==> src/hw/rtl/ohs_pkg.sv <==
// Shared constants and types for the open-addressing hash set.
package ohs_pkg;

  // Width of slot positions, the active slot count and the element count.
  localparam int unsigned CountW = 9;

  // Request operation codes.
  localparam logic [1:0] OP_ADD    = 2'd0;
  localparam logic [1:0] OP_FIND   = 2'd1;
  localparam logic [1:0] OP_REMOVE = 2'd2;

  // Slot marks kept next to each stored key.
  localparam logic [1:0] MARK_EMPTY   = 2'd0;
  localparam logic [1:0] MARK_DELETED = 2'd1;
  localparam logic [1:0] MARK_FILLED  = 2'd2;

  // Result of the home-slot remainder unit.
  typedef struct packed {
    logic              done;
    logic [CountW-1:0] rem;
  } mod_res_t;

endpackage

==> src/hw/rtl/ohs_mod.sv <==
// Iterative remainder unit: key modulo the active slot count, four key bits per cycle.
module ohs_mod #(
  parameter int unsigned KEY_W = 32
) (
  input  logic                         clk_i,
  input  logic                         rst_ni,
  input  logic                         start_i,
  input  logic [KEY_W-1:0]             dividend_i,
  input  logic [ohs_pkg::CountW-1:0]   divisor_i,
  output ohs_pkg::mod_res_t            res_o
);
  import ohs_pkg::*;

  localparam int unsigned Digits = (KEY_W + 3) / 4;
  localparam int unsigned PadW   = Digits * 4;
  localparam int unsigned CntW   = (Digits > 1) ? $clog2(Digits) : 1;

  logic [PadW-1:0]   sreg_q, sreg_d;
  logic [CntW-1:0]   cnt_q, cnt_d;
  logic              busy_q, busy_d;
  logic              done_q, done_d;
  logic [CountW-1:0] rem_q, rem_d;
  logic [CountW:0]   step_r;
  logic [CountW:0]   div_ext;

  // Four shift-and-reduce steps; the partial remainder stays below the divisor.
  always_comb begin
    div_ext = {1'b0, divisor_i};
    step_r  = {1'b0, rem_q};
    for (int k = 0; k < 4; k++) begin
      step_r = {step_r[CountW-1:0], sreg_q[PadW-1-k]};
      if (step_r >= div_ext) begin
        step_r = step_r - div_ext;
      end
    end
  end

  // Sequencing of the digit steps.
  always_comb begin
    sreg_d = sreg_q;
    cnt_d  = cnt_q;
    busy_d = busy_q;
    done_d = 1'b0;
    rem_d  = rem_q;
    if (start_i) begin
      sreg_d = PadW'(dividend_i);
      cnt_d  = CntW'(Digits - 1);
      busy_d = 1'b1;
      rem_d  = '0;
    end else if (busy_q) begin
      sreg_d = sreg_q << 4;
      rem_d  = step_r[CountW-1:0];
      if (cnt_q == '0) begin
        busy_d = 1'b0;
        done_d = 1'b1;
      end else begin
        cnt_d = cnt_q - 1'b1;
      end
    end
  end

  always_ff @(posedge clk_i or negedge rst_ni) begin
    if (!rst_ni) begin
      sreg_q <= '0;
      cnt_q  <= '0;
      busy_q <= 1'b0;
      done_q <= 1'b0;
      rem_q  <= '0;
    end else begin
      sreg_q <= sreg_d;
      cnt_q  <= cnt_d;
      busy_q <= busy_d;
      done_q <= done_d;
      rem_q  <= rem_d;
    end
  end

  assign res_o.done = done_q;
  assign res_o.rem  = rem_q;

endmodule

==> config.mk <==
export PLATFORM = sky130hd
export DESIGN_NAME = ohs_mod
export DESIGN_NICKNAME = d
export VERILOG_FILES = /design/src/hw/rtl/ohs_pkg.sv /design/src/hw/rtl/ohs_mod.sv
export SDC_FILE = /design/constraint.sdc
export NUM_CORES = 1
export LEC_CHECK = 0
export BUFFER_PORTS_ARGS = -buffer_cell sky130_fd_sc_hd__buf_2
export CAP_MARGIN = 25
export CORE_ASPECT_RATIO = 0.8
export CORE_MARGIN = 8
export CORE_UTILIZATION = 45
export DETAILED_ROUTE_END_ITERATION = 16
export GPL_TIMING_DRIVEN = 0
export SETUP_SLACK_MARGIN = 0.1
export SYNTH_ARGS = -nofsm -noshare
export SYNTH_HDL_FRONTEND = slang
export SYNTH_SLANG_ARGS = --single-unit
==> constraint.sdc <==
create_clock -name clk_i -period 21.7 [get_ports clk_i]
set_clock_uncertainty 0.2 [all_clocks]
set_input_delay 2.17 -clock clk_i [delete_from_list [all_inputs] [get_ports clk_i]]
set_output_delay 2.17 -clock clk_i [all_outputs]
set_load 0.005 [all_outputs]
==> run_results.csv, run 1 <==
group,metric,value,unit
status,outcome,"finished, final reports clean",
worst_setup_path,critPathCapture,"rem_q[5]$_DFFE_PN0P_",
hold_path,hold_path.class,"reg2reg",
yosys,async_reset_ff_share,100,%
worst_setup_path,r2r-end,"rem_q[5]$_DFFE_PN0P_",
floorplanning,io-pin-count,54,
placed_design,io_buffers,53,
yosys,yosys_register_bits,46,
detailed_routing,wl,11000,microns
floorplanning,die_y,101,microns
clocking,clock-sinks,46,
yosys,synthSimpleGateAreaFrac,15.5,%
yosys,seq_area_frac_synth,28.1,%
placed_design,pre_cts_ws,10.35,ns
yosys,netlist_area,0.00410,sq mm
clocking,clk_latency,0.29,ns
floorplanning,initial_core_util,45.8,%
detailed_routing,via_per_inst,5.58,
grt,grt_start_max_net_pins,47,
clocking,root_buffer,"clkbuf_16",
worst_setup_path,crit_path_max_incr_delay,0.55,ns
clocking,cts_tree,"done",
detailed_routing,num_vias,3531,
worst_setup_path,path_max_fanout,10,
flow_run,maxCapViolCount,0,
worst_setup_path,worstPathArrival,11.17,ns
worst_setup_path,r2r_start,"rem_q[4]$_DFFE_PN0P_",
grt,grt_pass1_wl,17300,microns
yosys,synth_compound_area_share,20.8,%
worst_setup_path,crit_type,"in2reg",
clocking,htree_levels,2,
finish,fin_nets,603,
yosys,synth_nets,542,
yosys,synth_edf_count,0,
timing,max_freq,0.0894,GHz
grt,grt_pass1_vias,3365,
clocking,path_clk_slew,0.07,ns
detailed_routing,final_antenna_net_count,0,
placed_design,gp_congestion,0.888,
timing,tightest_slew,0.761,ns
timing,final_max_slew_viol_count,0,
yosys,synthAdderAreaFrac,13.5,%
timing,finalHoldViolCount,0,
timing,finalCriticalPeriod,11.18,ns
clocking,clockBufferDepth,2,
yosys,synthCells,456,
yosys,ys_warn_count,0,
finish,areaGrowthSynthToFinish,14.0,%
finish,n_antenna_cell,0,
timing,setup_slack,10.52,ns
worst_setup_path,crit_required,21.69,ns
worst_setup_path,start_kind,"input port",
grt,grt_overflow,0,
worst_setup_path,rrSetupSlack,12.23,ns
detailed_routing,wire_per_inst,17.4,microns
finish,drive_gt1_share,18.0,%
timing,worst_slew_margin_rel,49.3,%
grt,antenna_found_initial,0,
detailed_routing,firstDrtPassIters,5,
worst_setup_path,crit_path_start,"divisor_i[5]",
yosys,ys.flop_type,"dfrtp_1",
worst_setup_path,worst_setup_path_end_kind,"flip-flop",
placed_design,dp_hpwl,8890,microns
worst_setup_path,reg2regPathDepth,33,
floorplanning,num_rows,31,
grt,grt_use_total,17.8,%
yosys,synthMuxAreaShare,11.8,%
yosys,avgSynthCellArea,8.99,sq um
worst_setup_path,crit_top_cell,"ha_1",
clocking,cts_setup_buffers,0,
detailed_routing,drtIter0Drc,244,
floorplanning,core-area,0.00896,sq mm
yosys,ys_types,65,
timing,setup-tns-final,0,ns
timing,rsz0062_at_grt,"false",
clocking,numCtsBuffers,5,
clocking,ctsHoldBuffers,0,
timing,period_share,51.5,%
worst_setup_path,crit_slowest_cell,"o41ai_1",
timing,setup_viol,0,
floorplanning,die_area,0.0124,sq mm
floorplanning,die_w,123,microns
yosys,synth_top_family_by_area,"compound AO/OA/AOI/OAI gates",
yosys,synth_xor_area_share,5.55,%
clocking,cts_resized,0,
detailed_routing,drc,0,
## sequential cells by signal (all words and copies together), names as in the netlist
register  flops
sreg_q       32
done_q        1
cnt_q         3
busy_q        1
rem_q         9
## worst min-delay path by stage
stage | start | end | slack [ns] | depth (start not counted)
floorplan | cnt_q[2]$_DFFE_PN0P_ | done_q$_DFF_PN0_ | 0.25 | 1
global placement | cnt_q[1]$_DFFE_PN0P_ | cnt_q[1]$_DFFE_PN0P_ | 0.27 | 1
detailed placement | cnt_q[1]$_DFFE_PN0P_ | cnt_q[1]$_DFFE_PN0P_ | 0.28 | 1
CTS | cnt_q[1]$_DFFE_PN0P_ | cnt_q[1]$_DFFE_PN0P_ | 0.29 | 1
global route | cnt_q[2]$_DFFE_PN0P_ | done_q$_DFF_PN0_ | 0.32 | 1
finish | cnt_q[1]$_DFFE_PN0P_ | cnt_q[1]$_DFFE_PN0P_ | 0.30 | 1
## area by class of cell
class,instances,area (sq um)
flip-flops and latches,46,1150
inverters,29,109
clock buffers,5,125
multi-input cells,363,2760
plain buffers,18,83.8
clock inverters,3,21.3
repair buffers,54,285
well taps,115,144
fillers,846,4280
## cells in the final DEF, fill, tap and decap left out, types with 3 or more instances in the layout
cell type / instances
buf_2: 54
nand2_1: 46
dfrtp_1: 46
o21ai_0: 45
ha_1: 38
mux2i_1: 36
nor2_1: 29
inv_1: 29
a21oi_1: 19
xnor2_1: 18
nand2b_1: 14
a21o_1: 13
clkbuf_1: 12
xor2_1: 8
nor2b_1: 7
nor3_1: 7
nand4_1: 5
mux2_2: 5
a211oi_1: 5
clkbuf_16: 5
o221ai_2: 4
or4_1: 4
fa_1: 4
o21ai_1: 3
a31oi_1: 3
o21a_1: 3
a211o_1: 3
mux2_4: 3
## cells by family after synthesis
group           Yosys count
compound gates          122
xor+xnor                 26
fa+ha+maj                42
buf+inv                  47
flops                    46
mux                      46
simple gates            127
## synth_stat cells, drive strengths merged (3+ instances only)
master,n,area [sq um]
o21ai,49,249
o21a,3,22.5
o221ai,5,68.8
clkbuf,13,52.6
xor2,8,70.1
xnor2,18,158
a211oi,7,70.1
buf,5,31.3
dfrtp,46,1150
a21o,13,97.6
a31oi,3,18.8
mux2,10,124
inv,29,109
nor2b,7,43.8
ha,38,475
a21oi,20,111
a211o,3,26.3
nand2b,16,115
mux2i,36,360
nor3,7,35.0
nand2,46,173
a311oi,4,47.6
or4,4,30.0
nand4,5,31.3
nor2,29,109
fa,4,80.1
## critical path: cells and delay by family
| kind | cells | cell delay [ns] |
|---|---|---|
| AO/OA/AOI/OAI | 16 | 3.76 |
| multiplexers | 4 | 1.51 |
| adder cells (fa/ha/maj) | 4 | 1.41 |
| AND/OR/NAND/NOR | 6 | 1.32 |
| buffers and inverters | 5 | 0.98 |
## layer usage
metal	up-vias	GRT usage [%]	routed length [microns]
met1	1671	25.7	5440
met3	10	3.96	656
met5	-	0	0
met2	95	26.3	4810
met4	0	4.21	115
li1	1755	-	-
## per-stage QoR
step | hold WS [ns] | util [%] | instances | cell area [sq um]
after floorplan | 0.247 | - | 456 | 4100
after global placement | 0.269 | 50.3 | 624 | 4510
after detailed placement | 0.277 | 50.3 | 624 | 4510
after CTS | 0.291 | 52.0 | 632 | 4660
after global routing | 0.318 | 52.2 | 633 | 4680
final | 0.297 | 52.2 | 633 | 4680
Power of run 1 is left out: the tool's default activity adds up to more than one toggle a clock period on the data nets, which glitch-free logic cannot reach.
==> run 2: changes to the inputs <==
PLACE_DENSITY = 0.67   (was not set)
clock period = 9.35 ns   (was 21.7 ns; I/O delays follow)
==> run_results.csv, run 2 (same netlist as run 1, synthesis figures left out) <==
group,metric,value,unit
timing,worst_slew_margin_rel,48.7,%
worst_setup_path,crit_type,"in2reg",
finish,layout.cells.most_common,"buf_2",
clocking,path_clk_slew,0.06,ns
detailed_routing,via_per_inst,5.62,
finish,reg_top3,"sreg_q: 32 flops, rem_q: 9 flops, cnt_q: 3 flops",
finish,post-route-util,54.7,%
timing,finalCriticalPeriod,8.92,ns
grt,grt_use_total,18.6,%
worst_setup_path,rrSetupSlack,0.85,ns
timing,final_max_slew_viol_count,0,
grt,antenna_found_initial,0,
clocking,clock-sinks,46,
worst_setup_path,reg2regPathDepth,36,
floorplanning,core-area,0.00896,sq mm
placed_design,io_buffers,53,
placed_design,gp_congestion,0.881,
grt,use_met2,28.2,%
placed_design,dp_hpwl,8910,microns
grt,grt_pass1_wl,18300,microns
detailed_routing,drtIter0Drc,219,
grt,gr-usage-met3,4.40,%
clocking,numCtsBuffers,5,
grt,grt_pass1_vias,3629,
worst_setup_path,crit_slowest_cell,"or4b_2",
flow_run,maxCapViolCount,0,
grt,met1_usage,26.3,%
detailed_routing,drc,0,
detailed_routing,num_vias,3592,
floorplanning,io-pin-count,54,
finish,largest_reg_flops,32,
clocking,clockBufferDepth,2,
timing,setup_viol,0,
floorplanning,initial_core_util,45.8,%
floorplanning,num_rows,31,
status,outcome,"finished, final reports clean",
grt,grt_start_max_net_pins,47,
finish,fin_nets,609,
grt,busiest_layer,"met2",
floorplanning,die_w,123,microns
clocking,root_buffer,"clkbuf_16",
clocking,htree_levels,2,
finish,drive_gt1_share,22.1,%
worst_setup_path,crit_top_cell,"a21o_1",
detailed_routing,firstDrtPassIters,4,
finish,n_antenna_cell,0,
detailed_routing,final_antenna_net_count,0,
finish,layout_common_cells,"buf_2, nand2_1, dfrtp_1",
worst_setup_path,crit_path_max_incr_delay,0.65,ns
floorplanning,die_area,0.0124,sq mm
worst_setup_path,worstPathArrival,8.92,ns
clocking,clk_latency,0.29,ns
detailed_routing,wl,11200,microns
grt,grt_overflow,0,
worst_setup_path,path_max_fanout,10,
timing,max_freq,0.112,GHz
worst_setup_path,start_kind,"input port",
timing,tightest_slew,0.770,ns
timing,period_share,95.4,%
worst_setup_path,worst_setup_path_end_kind,"flip-flop",
timing,rsz0062_at_grt,"false",
finish,areaGrowthSynthToFinish,19.6,%
worst_setup_path,r2r_start,"sreg_q[31]$_DFFE_PN0P_",
hold_path,hold_path.class,"in2async",
floorplanning,die_y,101,microns
clocking,cts_tree,"done",
detailed_routing,wire_per_inst,17.5,microns
finish,top_register,"sreg_q",
timing,finalHoldViolCount,0,
worst_setup_path,crit_required,9.35,ns
worst_setup_path,r2r-end,"rem_q[8]$_DFFE_PN0P_",
run 2: changes by cell type in the layout (fill, tap and decap cells not counted), moves of 3 or more:
cell	change
mux2i_2	+3
mux2i_4	+3
mux2i_1	-6
buf_4	+5
run 2: metal layers:
metal  share of wire, %  up-vias  wire length, microns
li1                   -     1772                     -
met1                 48     1723                  5400
met2                 45       89                  5010
met3                6.3        8                   707
met4               0.55        0                    61
met5                  0        -                     0
run 2: metrics by stage:
stage	setup slack (ns)	instance area (sq um)	instances	TNS, ns	hold slack (ns)
after floorplan	0.573	4100	456	0	0.247
after global placement	-0.667	4510	624	-5.51	0.269
after detailed placement	-0.802	4510	624	-6.46	0.285
after CTS	0.135	4780	635	0	0.299
after global routing	0.0540	4900	639	0	0.276
final	0.429	4900	639	0	0.273
run 2: repair_timing:
item	in CTS	in global routing
endpoints found under the setup margin	9	9
pin swaps	2	4
resized for setup	9	16
buffers inserted	3	3
hold buffers	0	0
run 2: area by class of cell:
cell class,count,area (sq um)
inverter,29,113
buffer,18,92.6
sequential,46,1150
fill,831,4060
tap,115,144
clock buffer,5,125
multi-input combinational,363,2870
clock inverter,3,68.8
timing repair buffer,60,343
run 2: critical path, delay by kind of cell:
family / cells / cell delay (ns)
muxes: 4 / 1.10
adders and majority gates: 4 / 1.43
AOI/OAI and AO/OA: 16 / 2.81
buffers and inverters: 5 / 0.77
and+or+nand+nor: 7 / 1.86
run 2: worst max path at each step:
stage / start / to / slack, ns / cells after the start
3_3_place_gp: divisor_i[5] / rem_q[8]$_DFFE_PN0P_ / -0.67 / 35
5_1_grt: divisor_i[0] / rem_q[8]$_DFFE_PN0P_ / 0.05 / 36
6_report: divisor_i[5] / rem_q[8]$_DFFE_PN0P_ / 0.43 / 36
4_1_cts: divisor_i[5] / rem_q[8]$_DFFE_PN0P_ / 0.14 / 36
2_1_floorplan: divisor_i[5] / rem_q[0]$_DFFE_PN0P_ / 0.57 / 33
3_5_place_dp: divisor_i[5] / rem_q[8]$_DFFE_PN0P_ / -0.80 / 36
Power of run 2 is left out for the same reason.
==> run 3: changes to the inputs <==
ABC_AREA = 1   (was not set)
==> run_results.csv, run 3 <==
group,metric,value,unit
worst_setup_path,crit_path_start,"divisor_i[0]",
yosys,ys_warn_count,0,
yosys,synthCells,580,
yosys,seq_area_frac_synth,27.5,%
finish,layout_common_cells,"nand2_1, inv_1, buf_2",
detailed_routing,firstDrtPassIters,4,
detailed_routing,final_antenna_net_count,0,
detailed_routing,drc,0,
timing,setup_viol,0,
timing,tightest_slew,0.525,ns
clocking,clock-sinks,46,
yosys,avgSynthCellArea,7.23,sq um
timing,setup-tns-final,0,ns
worst_setup_path,crit_path_max_incr_delay,0.45,ns
timing,final_max_slew_viol_count,0,
clocking,clockBufferDepth,2,
worst_setup_path,crit_top_cell,"nand2_1",
worst_setup_path,start_kind,"input port",
grt,grt_pass1_vias,3785,
yosys,synth_nets,666,
floorplanning,die_w,124,microns
yosys,yosysTopAreaCell,"dfrtp_1",
grt,antenna_found_initial,0,
finish,reg_top3,"sreg_q: 32 flops, rem_q: 9 flops, cnt_q: 3 flops",
timing,rsz0062_at_grt,"false",
grt,grt_use_total,18.0,%
clocking,cts_resized,0,
finish,drive_gt1_share,14.8,%
yosys,synth.top_cell.area_share,27.5,%
detailed_routing,wl,11100,microns
yosys,synth.top_cells.by_count,"nand2_1, inv_1, dfrtp_1",
clocking,ctsHoldBuffers,0,
worst_setup_path,crit_type,"in2reg",
yosys,yosys_register_bits,46,
worst_setup_path,path_max_fanout,10,
grt,grt_pass1_wl,18100,microns
worst_setup_path,r2r_start,"sreg_q[31]$_DFFE_PN0P_",
placed_design,gp_congestion,0.899,
detailed_routing,wire_per_inst,14.7,microns
detailed_routing,via_per_inst,5.15,
floorplanning,core-area,0.00904,sq mm
finish,layout.cells.most_common,"nand2_1",
clocking,cts_tree,"done",
finish,n_antenna_cell,0,
clocking,path_clk_slew,0.06,ns
finish,top_register,"sreg_q",
detailed_routing,drtIter0Drc,259,
finish,post-route-util,52.6,%
timing,finalCriticalPeriod,7.98,ns
finish,largest_reg_flops,32,
floorplanning,die_area,0.0127,sq mm
yosys,async_reset_ff_share,100,%
clocking,clk_latency,0.29,ns
yosys,synth_edf_count,0,
placed_design,dp_hpwl,8960,microns
yosys,ys_types,41,
flow_run,maxCapViolCount,0,
clocking,htree_levels,2,
timing,period_share,85.4,%
detailed_routing,num_vias,3891,
placed_design,io_buffers,52,
timing,max_freq,0.125,GHz
hold_path,hold_path.class,"in2async",
yosys,netlist_area,0.00419,sq mm
yosys,ys.flop_type,"dfrtp_1",
clocking,numCtsBuffers,5,
status,outcome,"finished, final reports clean",
worst_setup_path,crit_required,9.32,ns
finish,fin_nets,726,
yosys,post-synth-top-count-cell,"nand2_1",
clocking,root_buffer,"clkbuf_16",
floorplanning,initial_core_util,46.4,%
clocking,cts_setup_buffers,0,
yosys,netlist_top_cells_area,"dfrtp_1, nand2_1, ha_1",
floorplanning,num_rows,31,
floorplanning,io-pin-count,54,
floorplanning,die_y,102,microns
timing,finalHoldViolCount,0,
grt,grt_start_max_net_pins,47,
grt,grt_overflow,0,
worst_setup_path,worstPathArrival,7.95,ns
timing,hold-worst-slack,0.263,ns
worst_setup_path,worst_setup_path_end_kind,"flip-flop",
timing,worst_slew_margin_rel,65.0,%
worst_setup_path,crit_slowest_cell,"fa_1",
finish,areaGrowthSynthToFinish,13.3,%
-- run 3: cell types whose count changed in the layout (fill, tap and decap cells not counted), sizes merged, moves of 10 or more --
| cell | change |
|---|---|
| inv | +78 |
| nand3 | +35 |
| o221ai | +20 |
| a21o | -11 |
| mux2 | -10 |
| nand2 | +137 |
| xnor2 | -10 |
| mux2i | -36 |
| nand2b | -16 |
| nor2 | -10 |
| o21ai | -23 |
-- run 3: logic make-up after synthesis --
kind of cell | Yosys count | share of synthesized area, %
AND/OR/NAND/NOR | 258 | 28.2
buffers and inverters | 122 | 11.4
AO/OA/AOI/OAI | 88 | 14.6
flip-flops | 46 | 27.5
adder cells (fa/ha/maj) | 42 | 13.3
XOR/XNOR | 24 | 5.01
-- run 3: through the flow --
step                      setup WS, ns  cell area [sq um]  cells
after floorplan                   2.42               4190    580
after global placement            1.23               4600    747
after detailed placement          1.11               4600    747
after CTS                         1.38               4730    754
after global routing             0.777               4750    755
final                             1.37               4750    755
-- run 3: final cells by class --
class | instances | area, sq um
buffer | 15 | 76.3
clock inverter | 2 | 10.0
sequential | 46 | 1150
inverter | 107 | 402
multi-input combinational | 412 | 2560
fill | 849 | 4290
timing repair buffer | 53 | 280
clock buffer | 5 | 125
tap | 115 | 144
-- run 3: routing by layer --
layer | global-route usage [%] | up-vias | share of wire (%)
li1 | - | 2008 | -
met1 | 24.7 | 1774 | 47
met2 | 27.3 | 88 | 45
met3 | 4.31 | 21 | 5.9
met4 | 5.84 | 0 | 2.7
met5 | 0 | - | 0
-- run 3: worst max-delay path: cells and delay by family --
kind / cells / cell delay [ns]
buffers and inverters: 8 / 0.98
adders and majority gates: 5 / 1.77
AOI/OAI and AO/OA: 11 / 2.34
and+or+nand+nor: 19 / 1.90
-- run 3: worst paths after layout --
kind,endpoint,slack (ns),cells after the start
setup reg to reg,rem_q[6]$_DFFE_PN0P_,1.79,43
setup / recovery,rem_q[6]$_DFFE_PN0P_,1.37,43
hold / removal,sreg_q[27]$_DFFE_PN0P_,0.26,1
hold reg to reg,cnt_q[2]$_DFFE_PN0P_,0.30,1
min in group clk_i,cnt_q[2]$_DFFE_PN0P_,0.30,1
max in group asynchronous,rem_q[5]$_DFFE_PN0P_,8.24,2
Power of run 3 is left out for the same reason.
